**config.mk**
```make
export PLATFORM = sky130hd
export DESIGN_NAME = psl_scale
export DESIGN_NICKNAME = d
export VERILOG_FILES = /design/src/rtl/core/psl_pkg.sv /design/src/rtl/core/psl_scale.sv
export SDC_FILE = /design/constraint.sdc
export NUM_CORES = 2
export LEC_CHECK = 0
export BUFFER_PORTS_ARGS = -buffer_cell sky130_fd_sc_hd__buf_2
export CORE_MARGIN = 1
export CORE_UTILIZATION = 25
export DETAILED_ROUTE_END_ITERATION = 12
export GPL_ROUTABILITY_DRIVEN = 1
export SYNTH_ARGS = -nofsm -noshare
export SYNTH_HDL_FRONTEND = slang
export SYNTH_SLANG_ARGS = --single-unit
```
**constraint.sdc**
```tcl
create_clock -name clk -period 11.88 [get_ports clk]
set_input_delay 1.188 -clock clk [delete_from_list [all_inputs] [get_ports clk]]
set_output_delay 1.188 -clock clk [all_outputs]
set_load 0.01 [all_outputs]
```
**src/rtl/core/psl_pkg.sv**
```systemverilog
// Shared types and constants of the pressure sample to level converter.
`default_nettype none

package psl_pkg;

    localparam int unsigned LATENCY = 10;

    localparam logic [11:0] LEVEL_MAX = 12'd4095;
    localparam logic signed [31:0] PA_MAX = 32'sh7fff_ffff;
    localparam logic signed [31:0] PA_MIN = 32'sh8000_0000;

    typedef enum logic [1:0] {
        MODE_CENTERED = 2'd0,
        MODE_OFFSET   = 2'd1,
        MODE_S16      = 2'd2,
        MODE_U16      = 2'd3
    } mode_t;

    typedef enum logic [2:0] {
        REG_MODE          = 3'd0,
        REG_ZERO_OFFSET   = 3'd1,
        REG_GAIN_Q16      = 3'd2,
        REG_LEVEL_FLOOR   = 3'd3,
        REG_LEVEL_CEILING = 3'd4,
        REG_RANGE_LOW     = 3'd5,
        REG_RANGE_HIGH    = 3'd6,
        REG_AMBIENT       = 3'd7
    } reg_idx_t;

    typedef struct packed {
        mode_t              mode;
        logic signed [31:0] zero_offset;
        logic [31:0]        gain_q16;
        logic [11:0]        level_floor;
        logic [11:0]        level_ceiling;
        logic signed [31:0] range_low_pa;
        logic signed [31:0] range_high_pa;
        logic signed [31:0] ambient_pa;
    } cfg_t;

endpackage

`default_nettype wire

```
**src/rtl/core/psl_scale.sv**
```systemverilog
// Offset and Q16.16 gain path with saturation and level clamping, six stages.
`default_nettype none

module psl_scale
    import psl_pkg::*;
(
    input  wire logic               clk,
    input  wire logic               en,
    input  wire cfg_t               cfg,
    input  wire logic signed [31:0] pressure,
    input  wire logic signed [16:0] value16,
    output logic signed [31:0]      scaled_pa,
    output logic [11:0]             scaled_level
);

    logic signed [31:0] src;
    logic signed [32:0] d;
    logic [32:0]        dmag_reg;
    logic               dneg4_reg;
    logic [47:0]        pp_lo_reg;
    logic [48:0]        pp_hi_reg;
    logic               dneg5_reg;
    logic [47:0]        lo_round;
    logic [48:0]        r_reg;
    logic               dneg6_reg;
    logic signed [31:0] p_next;
    logic [11:0]        lvl_next;
    logic signed [31:0] p7_reg;
    logic signed [31:0] p8_reg;
    logic signed [31:0] p9_reg;
    logic [11:0]        l7_reg;
    logic [11:0]        l8_reg;
    logic [11:0]        l9_reg;

    assign src = (cfg.mode == MODE_OFFSET) ? pressure : 32'(value16);
    assign d   = $signed({src[31], src}) - $signed({cfg.zero_offset[31], cfg.zero_offset});

    always_ff @(posedge clk)
    begin
        if (en)
        begin
            dmag_reg  <= d[32] ? 33'(-d) : 33'(d);
            dneg4_reg <= d[32];
            pp_lo_reg <= {32'd0, dmag_reg[15:0]} * {16'd0, cfg.gain_q16};
            pp_hi_reg <= {32'd0, dmag_reg[32:16]} * {17'd0, cfg.gain_q16};
            dneg5_reg <= dneg4_reg;
        end
    end

    assign lo_round = pp_lo_reg + 48'd32768;

    always_ff @(posedge clk)
    begin
        if (en)
        begin
            r_reg     <= pp_hi_reg + {17'd0, lo_round[47:16]};
            dneg6_reg <= dneg5_reg;
        end
    end

    always_comb
    begin
        if (!dneg6_reg)
        begin
            p_next = (r_reg > 49'h0_7fff_ffff) ? PA_MAX : $signed(r_reg[31:0]);
        end
        else
        begin
            p_next = (r_reg > 49'h0_8000_0000) ? PA_MIN : $signed(-r_reg[31:0]);
        end
        if (dneg6_reg || (r_reg < {37'd0, cfg.level_floor}))
        begin
            lvl_next = (cfg.level_floor > cfg.level_ceiling) ? cfg.level_ceiling
                                                             : cfg.level_floor;
        end
        else
        begin
            lvl_next = (r_reg > {37'd0, cfg.level_ceiling}) ? cfg.level_ceiling
                                                             : r_reg[11:0];
        end
    end

    always_ff @(posedge clk)
    begin
        if (en)
        begin
            p7_reg <= p_next;
            l7_reg <= lvl_next;
            p8_reg <= p7_reg;
            l8_reg <= l7_reg;
            p9_reg <= p8_reg;
            l9_reg <= l8_reg;
        end
    end

    assign scaled_pa    = p9_reg;
    assign scaled_level = l9_reg;

endmodule

`default_nettype wire

```
# Yosys cells after proc, flatten, opt, wreduce, memory -nomap -nowiden

Cells that the tools add are included.

Register bits after elaboration: 314
Bits of input ports: 237

$add $sub $neg: 5
Multipliers: 2
Magnitude comparators: 5
Equality and inequality tests: 1
Multiplexer cells: 8
Reductions and logical operators: 1

Operators with widths:

| kind                   | number |
|---|---|
| $mux 32                | 5 |
| $add 49x32->49         | 1 |
| $gt 49x12->1           | 1 |
| $gt 49x31->1 const B   | 1 |
| $gt 49x32->1 const B   | 1 |
| $lt 49x12->1           | 1 |
| $mul 17x32->49         | 1 |
| $add 48x16->48 const B | 1 |
| $mul 16x32->48         | 1 |
| $mux 12                | 3 |
| $neg 33->33            | 1 |
| $sub 32x32->33         | 1 |
| $neg 32->32            | 1 |
| $gt 12x12->1           | 1 |
| $eq 2x1->1 const B     | 1 |
| $logic_or 1x1->1       | 1 |

# Depth between registers and ports, before layout

Word-level depth: 5
Depth in mapped cells: 25

# Worst setup path after synthesis

Ideal clock, no wire load.

Path type: input-to-reg
Start point: input port cfg[136] (netlist bit)
End point: register pp_lo_reg[47] (data pin)
Library setup time: 0.261 ns
Arrival: 7.053 ns
Data required time: 11.619 ns
Setup slack: 4.565 ns
Stages: 22
Buffers on the path: 1
Path through: clkbuf_1 nand2_1 fa_1 fa_1 fa_1 inv_1 fa_1 fa_1 inv_1 fa_1 inv_1 ha_1 a211oi_1 o21ai_0 a31o_2 o21ba_2 a21oi_1 a21o_1 a211oi_1 o21ai_0 a41oi_1 xnor2_1

Cells in the longest elaborated chain, start to end: 1

RTL lines:

| item                   | line            | RTL |
|---|---|---|
| start: declaration     | psl_scale.sv:9  | `input wire cfg_t cfg,` |
| $mul 16x32->48         | psl_scale.sv:44 | `pp_lo_reg <= {32'd0, dmag_reg[15:0]} * {16'd0, cfg.gain_q16};` |
| end signal: assignment | psl_scale.sv:44 |  |
| end: declaration       | psl_scale.sv:20 | `logic [47:0] pp_lo_reg;` |

No other way between the ends.
A chain may end at the register's enable or synchronous reset.

# Worst setup path in the final report

Start point: input port cfg[127] (netlist bit)
End point: register pp_hi_reg[47] (data pin)

Cells in the longest elaborated chain, start to end: 1

RTL lines:

| item                   | line            | RTL |
|---|---|---|
| $mul 17x32->49         | psl_scale.sv:45 | `pp_hi_reg <= {32'd0, dmag_reg[32:16]} * {17'd0, cfg.gain_q16};` |
| end signal: assignment | psl_scale.sv:45 |  |
| end: declaration       | psl_scale.sv:21 | `logic [48:0] pp_hi_reg;` |

No other way between the ends.

==> out/qor.yml <==
status: "complete, no violations"
hold_violations: 0
critPathKind: "in -> reg"
ys.flop_type: "edfxtp_1"
drive_gt1_share_pct: 6.07
area_delta_synth_final_pct: 9.72
arrival_ns: 8.60
die_h_um: 448
drt_iter0_markers: 2302
syn-num-nets: 6807
endpoint_kind: "flip-flop"
antenna_left: 0
synth-seq-cells: 299
hpwl_mm: 95.1
vias: 36362
netlist_area_um2: 49700
drt_pass1_iterations: 6
skew_ns: 0.0266
root_buffer: "clkbuf_16"
cts.sinks: 299
ys_warn_count: 0
synth_most_common_cell: "inv_1"
rows: 163
synthCells: 5359
netlist_top_cells_count: "1098 x inv_1, 868 x fa_1, 798 x nand2_1"
max_stage_delay_ns: 0.58
synth-edff-count: 299
cp.required_ns: 12.19
cts_tree: "yes"
timing.final.crit_period_ns: 8.29
hold_class: "reg -> reg"
path_cells: "buf_2 > buf_4 > nand2_1 > fa_1 > fa_1 > fa_1 > inv_1 > ha_1 > fa_1 > inv_1 > fa_1 > inv_1 > ha_1 > and3_1 > a221o_1 > a311oi_1 > o21ai_0 > a21oi_1 > o21ai_0 > o211a_1 > a21oi_1 > o31ai_1 > xor2_1"
synth_largest_area_cell: "fa_1"
antenna_found_initial: 9
coreArea_um2: 197000
maxSlewHeadroom_pct: 23.6
worst_pin_slew_ns: 1.14
ys_seq_area_share_pct: 18.0
routed_wl_mm: 125
syn_area_per_cell_um2: 9.28
start_kind: "input port"
grt_overflow_total: 0
crit_family: "adder cells"
port_buffers: 184
drv_slew: 0
insertion_delay_ns: 0.58
via_per_inst: 4.52
rsz0062_at_grt: "no"
synthTopCellsByArea: "fa_1 35%, edfxtp_1 18%, ha_1 8.6%"
die-area_um2: 201000
clk_pin_slew_worst_paths_ns: 0.07
drc: 0
cts_hold_buf: 0
path_max_fanout: 22
synth.top_cell.area_share_pct: 34.9
cap_violations: 0
fin_crit_sh_pct: 69.8
fin_setup_tns_ns: 0
clockBufferDepth: 3
nNetsFinal: 6826
ioPinCount: 281
ctsResizeCount: 0
start_util_pct: 25.2
cts_made_buffers: 35
postCtsSetupBuffers: 0
dieWidth_um: 448
crit_slowest_cell: "fa_1"
fillers: 20901
detail_route.wl_per_cell_um: 15.5
critPathBufInv: 5
setup_viol: 0
grt_pass1_vias: 39067
place_congestion: 0.850
async_flop_share_pct: 0
htree_levels: 2
max_clock_freq_mhz: 121
cpMostUsedCell: "fa_1"
grt.total_usage_pct: 12.6
grt_pass1_wl_mm: 205
grt_start_max_net_pins: 171
synth.distinct_cells: 80
==> through the flow <==
step           cell area [um^2]  hold WS (ns)  cells  utilization [%]  setup slack [ns]
2_1_floorplan             49700         0.400   5359                -              4.57
3_3_place_gp              53400         0.403   7981             27.1              3.05
3_5_place_dp              53400         0.405   7981             27.1              3.03
4_1_cts                   54600         0.413   8042             27.6              3.61
5_1_grt                   54600         0.413   8043             27.6              3.31
6_report                  54600         0.409   8043             27.6              3.59
==> metal layers <==
layer	global-route usage [%]	up-vias	share of wire, %
met5	0	-	0.038
met4	2.59	6	1.6
met3	1.59	155	5.7
met2	22.8	1015	50
met1	15.9	18442	42
li1	-	16744	-
==> final timing paths <==
kind                              startpoint       endpoint  slack, ns  cells after the start
worst max-delay path                cfg[127]  pp_hi_reg[47]       3.59                     23
worst min-delay path              p7_reg[31]     p8_reg[31]       0.41                      0
worst max register to register  dmag_reg[23]  pp_hi_reg[47]       4.08                     23
worst min register to register    p7_reg[31]     p8_reg[31]       0.41                      0
==> cells by family (layout without fill, tap and decap cells) <==
| kind of cell | Yosys count | count (layout) | share of synthesized area (%) |
|---|---|---|---|
| flip-flops | 299 | 299 | 18.0 |
| adder cells (fa/ha/maj) | 1211 | 1211 | 43.6 |
| other | 0 | 1 | 0 |
| XOR/XNOR | 195 | 195 | 3.43 |
| buffers and inverters | 1353 | 1396 | 10.2 |
| multiplexers | 6 | 6 | 0.121 |
| AND/OR/NAND/NOR | 1662 | 1662 | 16.2 |
| AO/OA/AOI/OAI | 633 | 633 | 8.41 |
==> cells in the final DEF, fill, tap and decap left out, types with 9 or more instances in the layout <==
cell	instances
a211oi_1	13
a21o_1	111
a21oi_1	187
a31oi_1	28
and2_1	429
and3_1	27
buf_2	183
buf_4	52
clkbuf_16	35
edfxtp_1	299
fa_1	868
ha_1	343
inv_1	1098
nand2_1	798
nand2b_1	19
nand3_1	62
nand4_1	39
nor2_1	122
nor2b_1	25
nor3_1	45
nor4_1	16
o211ai_1	12
o21a_1	33
o21ai_0	100
o21bai_1	20
o22ai_1	9
o31ai_1	11
o32ai_1	11
or2_2	13
or3_1	28
xnor2_1	134
xor2_1	61
==> layout make-up <==
type                            count  area, um^2  area share [%]
Inverter                         1098        4120            7.55
Tap cell                         2640        3300            6.05
Clock buffer                       38         887            1.63
Clock inverter                     23         258           0.472
Sequential cell                   299        8980            16.4
Antenna cell                        1        2.50         0.00458
Multi-Input combinational cell   3707       35700            65.4
Timing Repair Buffer              237        1340            2.46
Power is not shown: default switching activity piles up to over one toggle a cycle in this logic, so the estimate is an artifact.
