$ cat src/rtl/core/psl_pkg.sv
// Shared types and constants of the pressure sample to level converter.
`default_nettype none

package psl_pkg;

    localparam int unsigned LATENCY = 10;

    localparam logic [11:0] LEVEL_MAX = 12'd4095;
    localparam logic signed [31:0] PA_MAX = 32'sh7fff_ffff;
    localparam logic signed [31:0] PA_MIN = 32'sh8000_0000;

    typedef enum logic [1:0] {
        MODE_CENTERED = 2'd0,
        MODE_OFFSET   = 2'd1,
        MODE_S16      = 2'd2,
        MODE_U16      = 2'd3
    } mode_t;

    typedef enum logic [2:0] {
        REG_MODE          = 3'd0,
        REG_ZERO_OFFSET   = 3'd1,
        REG_GAIN_Q16      = 3'd2,
        REG_LEVEL_FLOOR   = 3'd3,
        REG_LEVEL_CEILING = 3'd4,
        REG_RANGE_LOW     = 3'd5,
        REG_RANGE_HIGH    = 3'd6,
        REG_AMBIENT       = 3'd7
    } reg_idx_t;

    typedef struct packed {
        mode_t              mode;
        logic signed [31:0] zero_offset;
        logic [31:0]        gain_q16;
        logic [11:0]        level_floor;
        logic [11:0]        level_ceiling;
        logic signed [31:0] range_low_pa;
        logic signed [31:0] range_high_pa;
        logic signed [31:0] ambient_pa;
    } cfg_t;

endpackage

`default_nettype wire

$ cat src/rtl/core/psl_pressure.sv
// Three-stage conversion of the raw 24-bit count to pressure relative to ambient.
`default_nettype none

module psl_pressure
    import psl_pkg::*;
(
    input  wire logic               clk,
    input  wire logic               en,
    input  wire cfg_t               cfg,
    input  wire logic [23:0]        raw_word,
    output logic signed [31:0]      pressure,
    output logic signed [16:0]      value16
);

    logic signed [32:0] span;
    logic signed [56:0] prod_reg;
    logic signed [16:0] v1_reg;
    logic signed [16:0] v2_reg;
    logic signed [16:0] v3_reg;
    logic signed [57:0] n_sum;
    logic [57:0]        n_mag;
    logic [57:0]        n_round;
    logic [36:0]        absq_reg;
    logic               neg_reg;
    logic signed [31:0] absp;
    logic signed [32:0] rel;
    logic signed [31:0] pressure_reg;
    logic signed [31:0] pressure_next;

    assign span = $signed({cfg.range_high_pa[31], cfg.range_high_pa})
                - $signed({cfg.range_low_pa[31], cfg.range_low_pa});

    always_ff @(posedge clk)
    begin
        if (en)
        begin
            prod_reg <= $signed(raw_word) * span;
            v1_reg   <= (cfg.mode == MODE_S16) ? $signed({raw_word[15], raw_word[15:0]})
                                               : $signed({1'b0, raw_word[15:0]});
        end
    end

    assign n_sum   = $signed({prod_reg[56], prod_reg})
                   + $signed({{5{cfg.range_low_pa[31]}}, cfg.range_low_pa, 21'd0});
    assign n_mag   = n_sum[57] ? 58'(-n_sum) : 58'(n_sum);
    assign n_round = n_mag + (58'd1 << 20);

    always_ff @(posedge clk)
    begin
        if (en)
        begin
            absq_reg <= n_round[57:21];
            neg_reg  <= n_sum[57];
            v2_reg   <= v1_reg;
        end
    end

    always_comb
    begin
        if (!neg_reg)
        begin
            absp = (absq_reg > 37'h0_7fff_ffff) ? PA_MAX : $signed(absq_reg[31:0]);
        end
        else
        begin
            absp = (absq_reg > 37'h0_8000_0000) ? PA_MIN : $signed(-absq_reg[31:0]);
        end
        rel = $signed({absp[31], absp}) - $signed({cfg.ambient_pa[31], cfg.ambient_pa});
        if (rel[32] != rel[31])
        begin
            pressure_next = rel[32] ? PA_MIN : PA_MAX;
        end
        else
        begin
            pressure_next = rel[31:0];
        end
    end

    always_ff @(posedge clk)
    begin
        if (en)
        begin
            pressure_reg <= pressure_next;
            v3_reg       <= v2_reg;
        end
    end

    assign pressure = pressure_reg;
    assign value16  = v3_reg;

endmodule

`default_nettype wire

$ cat config.mk
export PLATFORM = sky130hd
export DESIGN_NAME = psl_pressure
export DESIGN_NICKNAME = d
export VERILOG_FILES = /design/src/rtl/core/psl_pkg.sv /design/src/rtl/core/psl_pressure.sv
export SDC_FILE = /design/constraint.sdc
export NUM_CORES = 2
export LEC_CHECK = 0
export BUFFER_PORTS_ARGS = -buffer_cell sky130_fd_sc_hd__clkbuf_2
export CORE_MARGIN = 4
export CORE_UTILIZATION = 31
export CTS_CLUSTER_DIAMETER = 50
export DETAILED_ROUTE_END_ITERATION = 8
export SYNTH_ARGS = -nofsm -noshare
export SYNTH_HDL_FRONTEND = slang
export SYNTH_SLANG_ARGS = --single-unit
$ cat constraint.sdc
create_clock -name clk -period 28.5 [get_ports clk]
set_input_delay 0 -clock clk [delete_from_list [all_inputs] [get_ports clk]]
set_output_delay 0 -clock clk [all_outputs]
set_load 0.01 [all_outputs]
## Word-level counts from Yosys, hierarchy flattened

Cells that the tools add are included.

- Add/sub/neg operators: 6
- Multiply operators: 1
- Magnitude comparators: 2
- Equality and inequality tests: 2
- Mux-type cells: 6

Operators with widths:

| cell | count |
|---|---|
| 32-bit two-way mux | 5 |
| 32-bit by 32-bit subtractor with 33-bit output | 2 |
| 57-bit by 53-bit adder with 58-bit output | 1 |
| 58-bit by 21-bit adder with 58-bit output (second input constant) | 1 |
| 58-bit two-way mux | 1 |
| 58-bit negator | 1 |
| 24-bit by 33-bit multiplier with 57-bit output | 1 |
| 37-bit by 31-bit greater-than comparator with 1-bit output (second input constant) | 1 |
| 37-bit by 32-bit greater-than comparator with 1-bit output (second input constant) | 1 |
| 32-bit negator | 1 |
| 2-bit equality test (second input constant) | 1 |
| 1-bit != test | 1 |

- Bits in registers: 178
- Input port bits: 212
- Output and inout port bits: 49
- Logic and storage cells: 25

## Longest topological paths before layout

- Word-level depth: 6
- Depth in mapped cells: 45

## Worst setup path after synthesis

No wires, ideal clock.

- Path kind: input port to flip-flop
- From: input cfg[32] (netlist name)
- To: register prod_reg[53] (data pin)
- Library setup time: 260 ps
- Data arrival time: 9139 ps
- Data required time: 28240 ps
- Setup slack: 19101 ps
- Cell stages on the path: 41
- Path buffers: 2
- Path through: inv_1 > ha_1 > inv_1 > fa_1 > a21o_1 > a21oi_1 > o21ai_0 > a21o_1 > a21oi_1 > o21a_1 > o211ai_1 > a21oi_1 > or4_1 > o211ai_1 > nand4_1 > and2_1 > clkbuf_1 > buf_1 > (+5 left out) > fa_1 > inv_1 > fa_1 > fa_1 > fa_1 > inv_1 > fa_1 > inv_1 > ha_1 > a21oi_1 > nor2b_1 > o21ai_0 > nand2b_1 > a41o_1 > a21o_1 > a221o_1 > a21oi_1 > xnor2_1

- Word-level cells in the longest chain between the ends: 2

Ends and longest elaborated chain:

| element | line | source |
|---|---|---|
| start: declaration | psl_pressure.sv:9 | `input wire cfg_t cfg,` |
| 32-bit by 32-bit subtractor with 33-bit output | psl_pressure.sv:31 | `- $signed({cfg.range_low_pa[31], cfg.range_low_pa});` |
| 24-bit by 33-bit multiplier with 57-bit output | psl_pressure.sv:37 | `prod_reg <= $signed(raw_word) * span;` |
| end signal: assignment | psl_pressure.sv:37 |  |
| end: declaration | psl_pressure.sv:16 | `logic signed [56:0] prod_reg;` |

No other way between the ends.
A chain may end at the register's enable or synchronous reset.

## Worst setup path in the final report

- From: input cfg[65] (netlist name)
- To: register prod_reg[56] (data pin)

The elaborated chain is that of the path after synthesis.

==> impl_metrics.env <==
export IMPL_cts_sinks=178
export IMPL_wl_per_cell_um=19.9
export IMPL_reg2reg_to="pressure[13]"
export IMPL_start_util_pct=31.3
export IMPL_numCtsBuffers=17
export IMPL_clk_path_buf_depth=2
export IMPL_largest_register_ffs=57
export IMPL_syn_inst=4969
export IMPL_ys_types=91
export IMPL_antenna_found_initial=6
export IMPL_worst_pin_slew_ps=1230
export IMPL_drtPass1Iterations=6
export IMPL_syn_to_final_growth_pct=8.57
export IMPL_ys_seq_elements=178
export IMPL_r2r_cells=27
export IMPL_status="completed"
export IMPL_drive_gt1_share_pct=6.84
export IMPL_syn_area_um2=43700
export IMPL_place_hpwl_mm=105
export IMPL_clk_latency_ps=550
export IMPL_nNetsFinal=6246
export IMPL_via_count=35200
export IMPL_pin_count=261
export IMPL_crit_top_cell="fa_1"
export IMPL_path_class="in -> reg"
export IMPL_path_buf_inv=7
export IMPL_ff_latch_area_um2=5350
export IMPL_drc=0
export IMPL_cts_tree="yes"
export IMPL_cp_slowest_cell="a211oi_1"
export IMPL_rows=137
export IMPL_fmax_ghz=0.0833
export IMPL_synth_edf_count=178
export IMPL_drt_iter0_drc=2790
export IMPL_syn_avg_cell_area_um2=8.80
export IMPL_max_stage_delay_ps=740
export IMPL_syn_num_nets=6244
export IMPL_crit_family="compound AO/OA/AOI/OAI gates"
export IMPL_ant_nets=0
export IMPL_core_um2=140000
export IMPL_max_slew_margin_pct=15.9
export IMPL_fin_crit_ps=12000
export IMPL_portBuffers=172
export IMPL_grt_pass1_wl_mm=214
export IMPL_hold_path_class="in -> reg"
export IMPL_final_hold_viol_count=0
export IMPL_die_area_um2=147000
export IMPL_critPathCaptureType="flop"
export IMPL_fp_dieW_um=384
export IMPL_ctsRootBufferMaster="clkbuf_16"
export IMPL_ys_warn_count=0
export IMPL_cap_violations=0
export IMPL_hold_depth=1
export IMPL_die_h_um=384
export IMPL_required_ps=28740
export IMPL_grt_max_degree=79
export IMPL_routed_wl_mm=137
export IMPL_worst_ep_arrival_time_ps=12230
export IMPL_synthFlopType="edfxtp_1"
export IMPL_setup_tns_ps=0
export IMPL_min_delay_start="en"
export IMPL_cts_clk_slew_worst_paths_ps=80
export IMPL_min_to="v2_reg[16]"
export IMPL_rsz0062_at_grt="no"
export IMPL_finClkSkew_ps=33.4
export IMPL_grt_pass1_vias=36100
export IMPL_yosys_top_cells_area="fa_1 (37%), edfxtp_1 (12%), inv_1 (8.2%), ha_1 (7.3%), nand2_1 (5.1%)"
export IMPL_synth_top_cell_area_share_pct=37.0
export IMPL_ys_seq_area_share_pct=12.2
export IMPL_yosysTopAreaCell="fa_1"
export IMPL_grt_use_total_pct=18.9
export IMPL_final_max_slew_viol_count=0
export IMPL_fin_crit_sh_pct=42.1
export IMPL_place_gp_congestion=0.900
export IMPL_reg2reg_from="absq_reg[1]"
export IMPL_path_max_fanout=8
export IMPL_nFillCells=14500
export IMPL_grt_overflow=0
export IMPL_multiInputGateArea_um2=34000
export IMPL_htree_levels=4
export IMPL_rrSetupSlack_ps=19880
export IMPL_routed_via_density=5.13
export IMPL_async_reset_ff_share_pct=0
export IMPL_setup_viol=0
export IMPL_start_kind="input pin"
==> cells in the final DEF, fill, tap and decap left out, types with 17 or more instances in the layout <==
cell type,n
a2111oi_0,20
o21bai_1,18
xor2_1,64
nor2b_1,28
inv_1,959
a21o_1,86
fa_1,808
clkbuf_2,171
edfxtp_1,178
a21oi_1,184
and3_1,29
nand2_1,590
a31oi_1,31
clkbuf_16,17
xnor2_1,110
a311oi_1,47
nand3_1,72
o21ai_0,120
or3_1,25
nor4_1,29
a211oi_1,42
and2_1,273
ha_1,253
o21a_1,25
nand2b_1,43
nor3_1,74
buf_4,83
o311ai_0,26
nor2_1,258
nand4_1,50
o211ai_1,27
==> cell usage after synthesis, types with 27 or more instances <==
cell type	n
nor2b_1	28
nor2_1	260
a21o_1	86
clkbuf_1	264
edfxtp_1	178
nor4_1	29
a31oi_1	31
and3_1	29
xnor2_1	122
ha_1	255
xor2_1	68
a211oi_1	42
o21ai_0	121
nor3_1	74
inv_1	959
nand2b_1	43
o211ai_1	27
a21oi_1	185
and2_1	273
a311oi_1	47
nand3_1	72
nand2_1	590
nand4_1	50
fa_1	808
==> kinds of logic after synthesis <==
| logic type | count (synthesis) | share of synthesized area, % |
|---|---|---|
| adders and majority gates | 1067 | 44.4 |
| xor gates and xnor gates | 190 | 3.80 |
| AOI/OAI and AO/OA | 760 | 11.9 |
| DFF | 178 | 12.2 |
| and+or+nand+nor | 1528 | 16.9 |
| muxes | 8 | 0.186 |
| buffers and inverters | 1238 | 10.6 |
==> what timing repair did <==
action,4_1_cts,5_1_grt
hold endpoints to repair,4,0
buffers inserted,0,0
gates resized for setup,0,0
hold buffers,5,0
==> worst max path at each step <==
stage	cells past startpoint	slack, ps	startpoint	end
2_1_floorplan	41	19100	cfg[32]	prod_reg[53]
3_3_place_gp	40	16120	cfg[65]	prod_reg[56]
3_5_place_dp	40	16060	cfg[65]	prod_reg[56]
4_1_cts	40	16580	cfg[65]	prod_reg[56]
5_1_grt	40	15790	cfg[65]	prod_reg[56]
6_report	40	16500	cfg[65]	prod_reg[56]
==> per-layer routing <==
layer / global-route usage [%] / up-vias / part of all wire (%)
met5: 0 / - / 0.015
met4: 6.86 / 4 / 3.6
met3: 3.35 / 220 / 7.5
met2: 30.5 / 1264 / 46
met1: 25.3 / 17800 / 43
li1: - / 15900 / -
==> layout make-up <==
class / instances / area share, %
Multi-Input combinational cell: 3553 / 71.6
Sequential cell: 178 / 11.3
Antenna cell: 3 / 0.0158
Tap cell: 1876 / 4.94
Clock buffer: 17 / 0.896
Timing Repair Buffer: 260 / 3.25
Clock inverter: 15 / 0.403
Inverter: 961 / 7.60
==> per-stage QoR <==
step,util (%),std cells,hold WS (ps),cell area [um2],setup WS (ps)
after floorplan,-,4969,98.9,43700,19100
after global placement,33.5,6823,195,46800,16120
after detailed placement,33.5,6823,197,46800,16060
after CTS,33.9,6860,27.0,47500,16580
after global routing,33.9,6861,51.6,47500,15790
final,33.9,6863,50.5,47500,16500
Power is left out: the tool's default activity adds up to more than one toggle a clock period on the data nets, which glitch-free logic cannot reach.
