--- config.mk ---
export PLATFORM = sky130hd
export DESIGN_NAME = psl_div
export DESIGN_NICKNAME = d
export VERILOG_FILES = /design/src/rtl/core/psl_pkg.sv /design/src/rtl/core/psl_div.sv
export SDC_FILE = /design/constraint.sdc
export NUM_CORES = 2
export LEC_CHECK = 0
export BUFFER_PORTS_ARGS = -buffer_cell sky130_fd_sc_hd__buf_2
export CAP_MARGIN = 20
export CORE_MARGIN = 2
export CORE_UTILIZATION = 40
export DETAILED_ROUTE_END_ITERATION = 10
export PLACE_DENSITY = 0.6
export REMOVE_ABC_BUFFERS = 1
export SYNTH_ARGS = -nofsm -noshare
export SYNTH_HDL_FRONTEND = slang
export SYNTH_SLANG_ARGS = --single-unit
--- constraint.sdc ---
create_clock -name clk -period 14.7 [get_ports clk]
set_input_delay 2.94 -clock clk [delete_from_list [all_inputs] [get_ports clk]]
set_output_delay 2.94 -clock clk [all_outputs]
set_load 0.1 [all_outputs]
--- src/rtl/core/psl_pkg.sv ---
// Shared types and constants of the pressure sample to level converter.
`default_nettype none

package psl_pkg;

    localparam int unsigned LATENCY = 10;

    localparam logic [11:0] LEVEL_MAX = 12'd4095;
    localparam logic signed [31:0] PA_MAX = 32'sh7fff_ffff;
    localparam logic signed [31:0] PA_MIN = 32'sh8000_0000;

    typedef enum logic [1:0] {
        MODE_CENTERED = 2'd0,
        MODE_OFFSET   = 2'd1,
        MODE_S16      = 2'd2,
        MODE_U16      = 2'd3
    } mode_t;

    typedef enum logic [2:0] {
        REG_MODE          = 3'd0,
        REG_ZERO_OFFSET   = 3'd1,
        REG_GAIN_Q16      = 3'd2,
        REG_LEVEL_FLOOR   = 3'd3,
        REG_LEVEL_CEILING = 3'd4,
        REG_RANGE_LOW     = 3'd5,
        REG_RANGE_HIGH    = 3'd6,
        REG_AMBIENT       = 3'd7
    } reg_idx_t;

    typedef struct packed {
        mode_t              mode;
        logic signed [31:0] zero_offset;
        logic [31:0]        gain_q16;
        logic [11:0]        level_floor;
        logic [11:0]        level_ceiling;
        logic signed [31:0] range_low_pa;
        logic signed [31:0] range_high_pa;
        logic signed [31:0] ambient_pa;
    } cfg_t;

endpackage

`default_nettype wire

--- src/rtl/core/psl_div.sv ---
// Pipelined restoring divider for the centered level, three quotient bits a stage.
`default_nettype none

module psl_div
    import psl_pkg::*;
(
    input  wire logic               clk,
    input  wire logic               en,
    input  wire cfg_t               cfg,
    input  wire logic signed [31:0] pressure,
    output logic [11:0]             level
);

    typedef struct packed {
        logic [46:0] rem;
        logic [2:0]  bits;
    } step_t;

    function automatic step_t div3(input logic [46:0] rem_in, input logic [33:0] den,
                                   input logic [3:0] top);
        logic [46:0] rem;
        logic [46:0] dsh;
        logic [2:0]  q;
        step_t       res;
        rem = rem_in;
        q   = '0;
        for (int i = 0; i < 3; i++)
        begin
            dsh = {13'd0, den} << (top - 4'(i));
            if (rem >= dsh)
            begin
                rem = rem - dsh;
                q   = {q[1:0], 1'b1};
            end
            else
            begin
                q = {q[1:0], 1'b0};
            end
        end
        res.rem  = rem;
        res.bits = q;
        return res;
    endfunction

    logic signed [32:0] diff;
    logic signed [32:0] span;
    logic [32:0]        bmag;
    logic [32:0]        adiff_reg;
    logic               negq4_reg;
    logic [46:0]        n_reg;
    logic [33:0]        d5_reg;
    logic               negq5_reg;
    step_t              s6;
    step_t              s7;
    step_t              s8;
    step_t              s9;
    logic [46:0]        rem6_reg;
    logic [46:0]        rem7_reg;
    logic [46:0]        rem8_reg;
    logic [33:0]        d6_reg;
    logic [33:0]        d7_reg;
    logic [33:0]        d8_reg;
    logic [2:0]         q6_reg;
    logic [5:0]         q7_reg;
    logic [8:0]         q8_reg;
    logic [2:0]         flag6_reg;
    logic [2:0]         flag7_reg;
    logic [2:0]         flag8_reg;
    logic               ovf;
    logic [11:0]        level_reg;
    logic [11:0]        level_next;

    assign diff = $signed({pressure[31], pressure})
                - $signed({cfg.range_low_pa[31], cfg.range_low_pa});
    assign span = $signed({cfg.range_high_pa[31], cfg.range_high_pa})
                - $signed({cfg.range_low_pa[31], cfg.range_low_pa});
    assign bmag = (span == '0) ? 33'd1 : (span[32] ? 33'(-span) : 33'(span));

    always_ff @(posedge clk)
    begin
        if (en)
        begin
            adiff_reg <= diff[32] ? 33'(-diff) : 33'(diff);
            negq4_reg <= (diff != '0) && (diff[32] != span[32]);
            n_reg     <= ({14'd0, adiff_reg} << 13) - ({14'd0, adiff_reg} << 1)
                       + {14'd0, bmag};
            d5_reg    <= {bmag, 1'b0};
            negq5_reg <= negq4_reg;
        end
    end

    assign ovf = n_reg >= ({13'd0, d5_reg} << 12);
    assign s6  = div3(n_reg, d5_reg, 4'd11);
    assign s7  = div3(rem6_reg, d6_reg, 4'd8);
    assign s8  = div3(rem7_reg, d7_reg, 4'd5);
    assign s9  = div3(rem8_reg, d8_reg, 4'd2);

    always_ff @(posedge clk)
    begin
        if (en)
        begin
            rem6_reg  <= s6.rem;
            d6_reg    <= d5_reg;
            q6_reg    <= s6.bits;
            flag6_reg <= {1'b0, ovf, negq5_reg};
            rem7_reg  <= s7.rem;
            d7_reg    <= d6_reg;
            q7_reg    <= {q6_reg, s7.bits};
            flag7_reg <= flag6_reg;
            rem8_reg  <= s8.rem;
            d8_reg    <= d7_reg;
            q8_reg    <= {q7_reg, s8.bits};
            flag8_reg <= flag7_reg;
        end
    end

    always_comb
    begin
        if (flag8_reg[0])
        begin
            level_next = '0;
        end
        else if (flag8_reg[1])
        begin
            level_next = LEVEL_MAX;
        end
        else
        begin
            level_next = {q8_reg, s9.bits};
        end
    end

    always_ff @(posedge clk)
    begin
        if (en)
        begin
            level_reg <= level_next;
        end
    end

    assign level = level_reg;

endmodule

`default_nettype wire
; ---- After elaboration in Yosys (flattened, before gate mapping)
; Cells that the tools add are included.
[totals]
mem_count = 0
latchBits = 0
inputBits = 220
mem_bits_rw = 0
rom_bits = 0
register_bits = 391
[classes]
n_mul = 0
mux = 27
n_bitwise = 0
shift = 0
n_reduce_logical = 3
div = 0
n_eq_ne = 1
add_sub_neg = 17
magnitude_cmp = 13
[ops]
columns = cell, n
row1 = 2-to-1 mux 47 bit, 11
row2 = 2-to-1 mux 33 bit, 2
row3 = negation 33 bit, 2
row4 = subtractor 32 x 32 -> 33 bit, 2
row5 = adder 47 x 33 -> 47 bit, 1
row6 = >= comparator 47 x 34 -> 1 bit, 1
row7 = >= comparator 47 x 35 -> 1 bit, 1
row8 = >= comparator 47 x 36 -> 1 bit, 1
row9 = >= comparator 47 x 37 -> 1 bit, 1
row10 = >= comparator 47 x 38 -> 1 bit, 1
row11 = >= comparator 47 x 39 -> 1 bit, 1
row12 = >= comparator 47 x 40 -> 1 bit, 1
row13 = >= comparator 47 x 41 -> 1 bit, 1
row14 = >= comparator 47 x 42 -> 1 bit, 1
row15 = >= comparator 47 x 43 -> 1 bit, 1
row16 = >= comparator 47 x 44 -> 1 bit, 1
row17 = >= comparator 47 x 45 -> 1 bit, 1
row18 = >= comparator 47 x 46 -> 1 bit, 1
row19 = subtractor 46 x 34 -> 47 bit, 1
row20 = subtractor 47 x 35 -> 47 bit, 1
row21 = subtractor 47 x 36 -> 47 bit, 1
row22 = subtractor 47 x 37 -> 47 bit, 1
row23 = subtractor 47 x 38 -> 47 bit, 1
row24 = subtractor 47 x 39 -> 47 bit, 1
row25 = other kinds (13), 24

; ---- Logic depth before layout (Yosys ltp)
[depth]
depth_word = 7
depth_mapped = 51
depth_no_buf = 46

; ---- Worst setup path after synthesis
; OpenSTA, ideal clock, no wires.
[synth_path]
path_type = input -> register
from = input cfg[65] (netlist bit)
to = register n_reg[44] (data pin)
cell_stages = 31
t_arrival_ps = 10111
n_path_buf = 0
slack_ps = 4331
required_time_ps = 14442
cell_sequence = inv_1 -> ha_1 -> nor2b_1 -> o31a_1 -> o41a_1 -> a21oi_1 -> o31ai_1 -> xnor2_1 -> o311ai_0 -> or4b_1 -> or3b_1 -> nor2_1 -> nand3b_1 -> nand3b_1 -> nor4_1 -> o31ai_1 -> ha_1 -> ha_1 -> a21o_1 -> a21o_1 -> a2111oi_0 -> o31ai_1 -> a211oi_1 -> nor3_1 -> o2111ai_1 -> nand3_1 -> o21ai_0 -> o31ai_1 -> a21o_1 -> a21oi_1 -> xnor2_1
[synth_via]
elab_chain_len = 5
elab_cells_between_ends = 6
[synth_rtl]
columns = item, line_no
row1 = start: declaration, psl_div.sv:9  ; input wire cfg_t cfg,
row2 = subtractor 32 x 32 -> 33 bit (*), psl_div.sv:76  ; - $signed({cfg.range_low_pa[31], cfg.range_low_pa});
row3 = negation 33 bit, psl_div.sv:77  ; assign bmag = (span == '0) ? 33'd1 : (span[32] ? 33'(-span) : 33'(span));
row4 = 2-to-1 mux 33 bit, psl_div.sv:77
row5 = 2-to-1 mux 33 bit (*), psl_div.sv:77
row6 = named net bmag[1], psl_div.sv:47  ; logic [32:0] bmag;
row7 = adder 47 x 33 -> 47 bit (*), psl_div.sv:86  ; + {14'd0, bmag};
row8 = end signal: assignment, psl_div.sv:85  ; n_reg <= ({14'd0, adiff_reg} << 13) - ({14'd0, adiff_reg} << 1)
row9 = end: declaration, psl_div.sv:50  ; logic [46:0] n_reg;
; Mark *: on every way through the listed nets, which the timed path passes. The rest lies on a longest branch.
; A chain may end at the register's enable or synchronous reset.

==> flow_metrics.tcl <==
set metrics [dict create \
    status "finished clean" \
    wl_per_cell_um 18.0 \
    post-synth-top-count-cell "ha_1" \
    path_clk_slew_ns 0.06 \
    fmax_ghz 0.0787 \
    clockRootBuffer "clkbuf_16" \
    synth_compound_area_share_pct 23.3 \
    grt_max_degree 104 \
    syn2layout_area_growth_pct 8.17 \
    io_pins 232 \
    antenna_cells 0 \
    endpoint_kind "register" \
    synth_mux_area_share_pct 3.58 \
    cts_setup_buffers 0 \
    vias 38476 \
    hold_buffers 0 \
    async_flop_share_pct 0 \
    synth_cell_type_count 110 \
    dieHeight_um 341 \
    cap_violations 0 \
    setup_tns_ns 0 \
    ys_seq_area_share_pct 25.6 \
    yosys.area_share.simple_pct 16.7 \
    final_layout_size_suffix_gt1_share_pct 7.79 \
    port-buffer-count 109 \
    synth_warnings 0 \
    grt_use_total_pct 21.1 \
    synth_edf_count 387 \
    hold_viol 0 \
    gp_congestion 0.969 \
    synth_top_area_share_pct 25.6 \
    start_util_pct 40.3 \
    min_period_ns 12.70 \
    cp_top_family "compound AO/OA/AOI/OAI gates" \
    slew_headroom_pct 27.2 \
    min_period_over_period_pct 86.4 \
    fin_worst_skew_ns 0.0321 \
    crit_path_frequent_cell "a21oi_1" \
    dr.first_iter.drc_count 1868 \
    cts_tree "yes" \
    synthCells 5319 \
    dieArea_sq_um 116000 \
    ant_nets 0 \
    crit_slowest_cell "or4b_2" \
    drc 0 \
    clock_tree.buffer_depth 3 \
    cts.sinks 387 \
    synth.area.top_cells "edfxtp_1 (26%), ha_1 (15%), xnor2_1 (6.4%), a21oi_1 (5.9%), a21o_1 (4.0%)" \
    antenna_found_initial 2 \
    required_ns 15.04 \
    core_area_sq_um 112000 \
    synthAdderAreaFrac_pct 16.8 \
    grt_pass1_vias 37951 \
    routed_wl_um 125000 \
    grt_pass1_wl_um 198000 \
    ys.flop_type "edfxtp_1" \
    tightest_slew_ns 1.09 \
    synth_common_cells "ha_1 (553), a21oi_1 (535), nor2_1 (464)" \
    rsz0062_at_grt "false" \
    max_stage_delay_ns 0.77 \
    rows 123 \
    htreeDepth 2 \
    grt_overflow 0 \
    report.final.slew_viol_count 0 \
    cts_resized 0 \
    dp_hpwl_um 105000 \
    fill_cells 11265 \
    clkLatencyLatePin_ns 0.61 \
    vias_per_cell 5.55 \
    path_class "register to register" \
    hp-class "register to register" \
    crit_arrival_ns 13.05 \
    firstDrtPassIters 7 \
    syn_area_sq_um 45400 \
    avgSynthCellArea_sq_um 8.53 \
    synth_top_family_by_area "compound AO/OA/AOI/OAI gates" \
    setup_viol 0 \
    yosysTopAreaCell "edfxtp_1" \
    synth_xor_area_share_pct 9.87 \
    cts_buffers 46 \
    final_nets 6198 \
    crit_buf_inv 5 \
    cp_max_fo 38 \
    start_kind "register" \
    ys_seq_elements 387 \
    die_x_um 341 \
]
==> routing by layer <==
metal	global-route usage [%]	up-vias	share of wire [%]	wire length, um
met2	39.1	735	50	62200
met4	9.64	0	4.8	6040
met5	0	-	0	0
li1	-	19721	-	-
met3	1.57	228	2.7	3420
met1	24.7	17792	43	53200
==> area by class of cell <==
| class | instances | area (sq um) | area share [%] |
|---|---|---|---|
| inverters | 377 | 1420 | 2.89 |
| clock inverters | 27 | 299 | 0.610 |
| multi-input cells | 4439 | 31900 | 64.9 |
| repair buffers | 140 | 788 | 1.61 |
| clock buffers | 58 | 1200 | 2.44 |
| well taps | 1500 | 1880 | 3.83 |
| flip-flops and latches | 387 | 11600 | 23.7 |
==> placed cells by master, fill, tap and decap left out, types with 49 or more instances in the layout <==
cell type | netlist | final
ha_1 | 553 | 553
a21oi_1 | 535 | 535
nor2_1 | 464 | 464
nand2_1 | 400 | 398
edfxtp_1 | 387 | 387
inv_1 | 372 | 372
o21ai_0 | 350 | 350
xnor2_1 | 331 | 331
a21o_1 | 241 | 241
xor2_1 | 178 | 178
buf_2 | 10 | 108
nand3_1 | 105 | 105
mux2_2 | 101 | 101
nor3_1 | 98 | 98
nand2b_1 | 82 | 82
o21a_1 | 79 | 79
nand4_1 | 77 | 77
o21bai_1 | 60 | 60
a211oi_1 | 53 | 53
nor2b_1 | 51 | 51
o31ai_1 | 49 | 49
==> metrics by stage <==
step | cells | cell area (sq um) | worst slack [ns] | hold WS, ns | util (%)
finish | 6928 | 49100 | 2.00 | 0.418 | 43.6
global route | 6928 | 49100 | 1.04 | 0.426 | 43.6
CTS | 6928 | 49100 | 1.81 | 0.420 | 43.6
detailed placement | 6843 | 47600 | 1.85 | 0.406 | 42.3
global placement | 6842 | 47600 | 1.95 | 0.403 | 42.3
floorplan | 5203 | 44800 | 2.93 | 0.400 | -
==> path summary, 6_finish.rpt <==
path | from | end | slack, ns | depth (start not counted)
worst min register to register | q6_reg[2] | q7_reg[5] | 0.42 | 0
worst max register to register | d7_reg[2] | rem8_reg[7] | 2.00 | 42
worst min-delay path | q6_reg[2] | q7_reg[5] | 0.42 | 0
worst max-delay path | d7_reg[2] | rem8_reg[7] | 2.00 | 42
==> cell families (layout without fill, tap and decap cells) <==
kind of cell / Yosys count / after routing
multiplexers: 139 / 139
buffers and inverters: 493 / 602
AND/OR/NAND/NOR: 1543 / 1543
XOR/XNOR: 510 / 510
AO/OA/AOI/OAI: 1660 / 1660
flip-flops: 387 / 387
adder cells (fa/ha/maj): 587 / 587
Power is left out: the tool's default activity adds up to more than one toggle a clock period on the data nets, which glitch-free logic cannot reach.
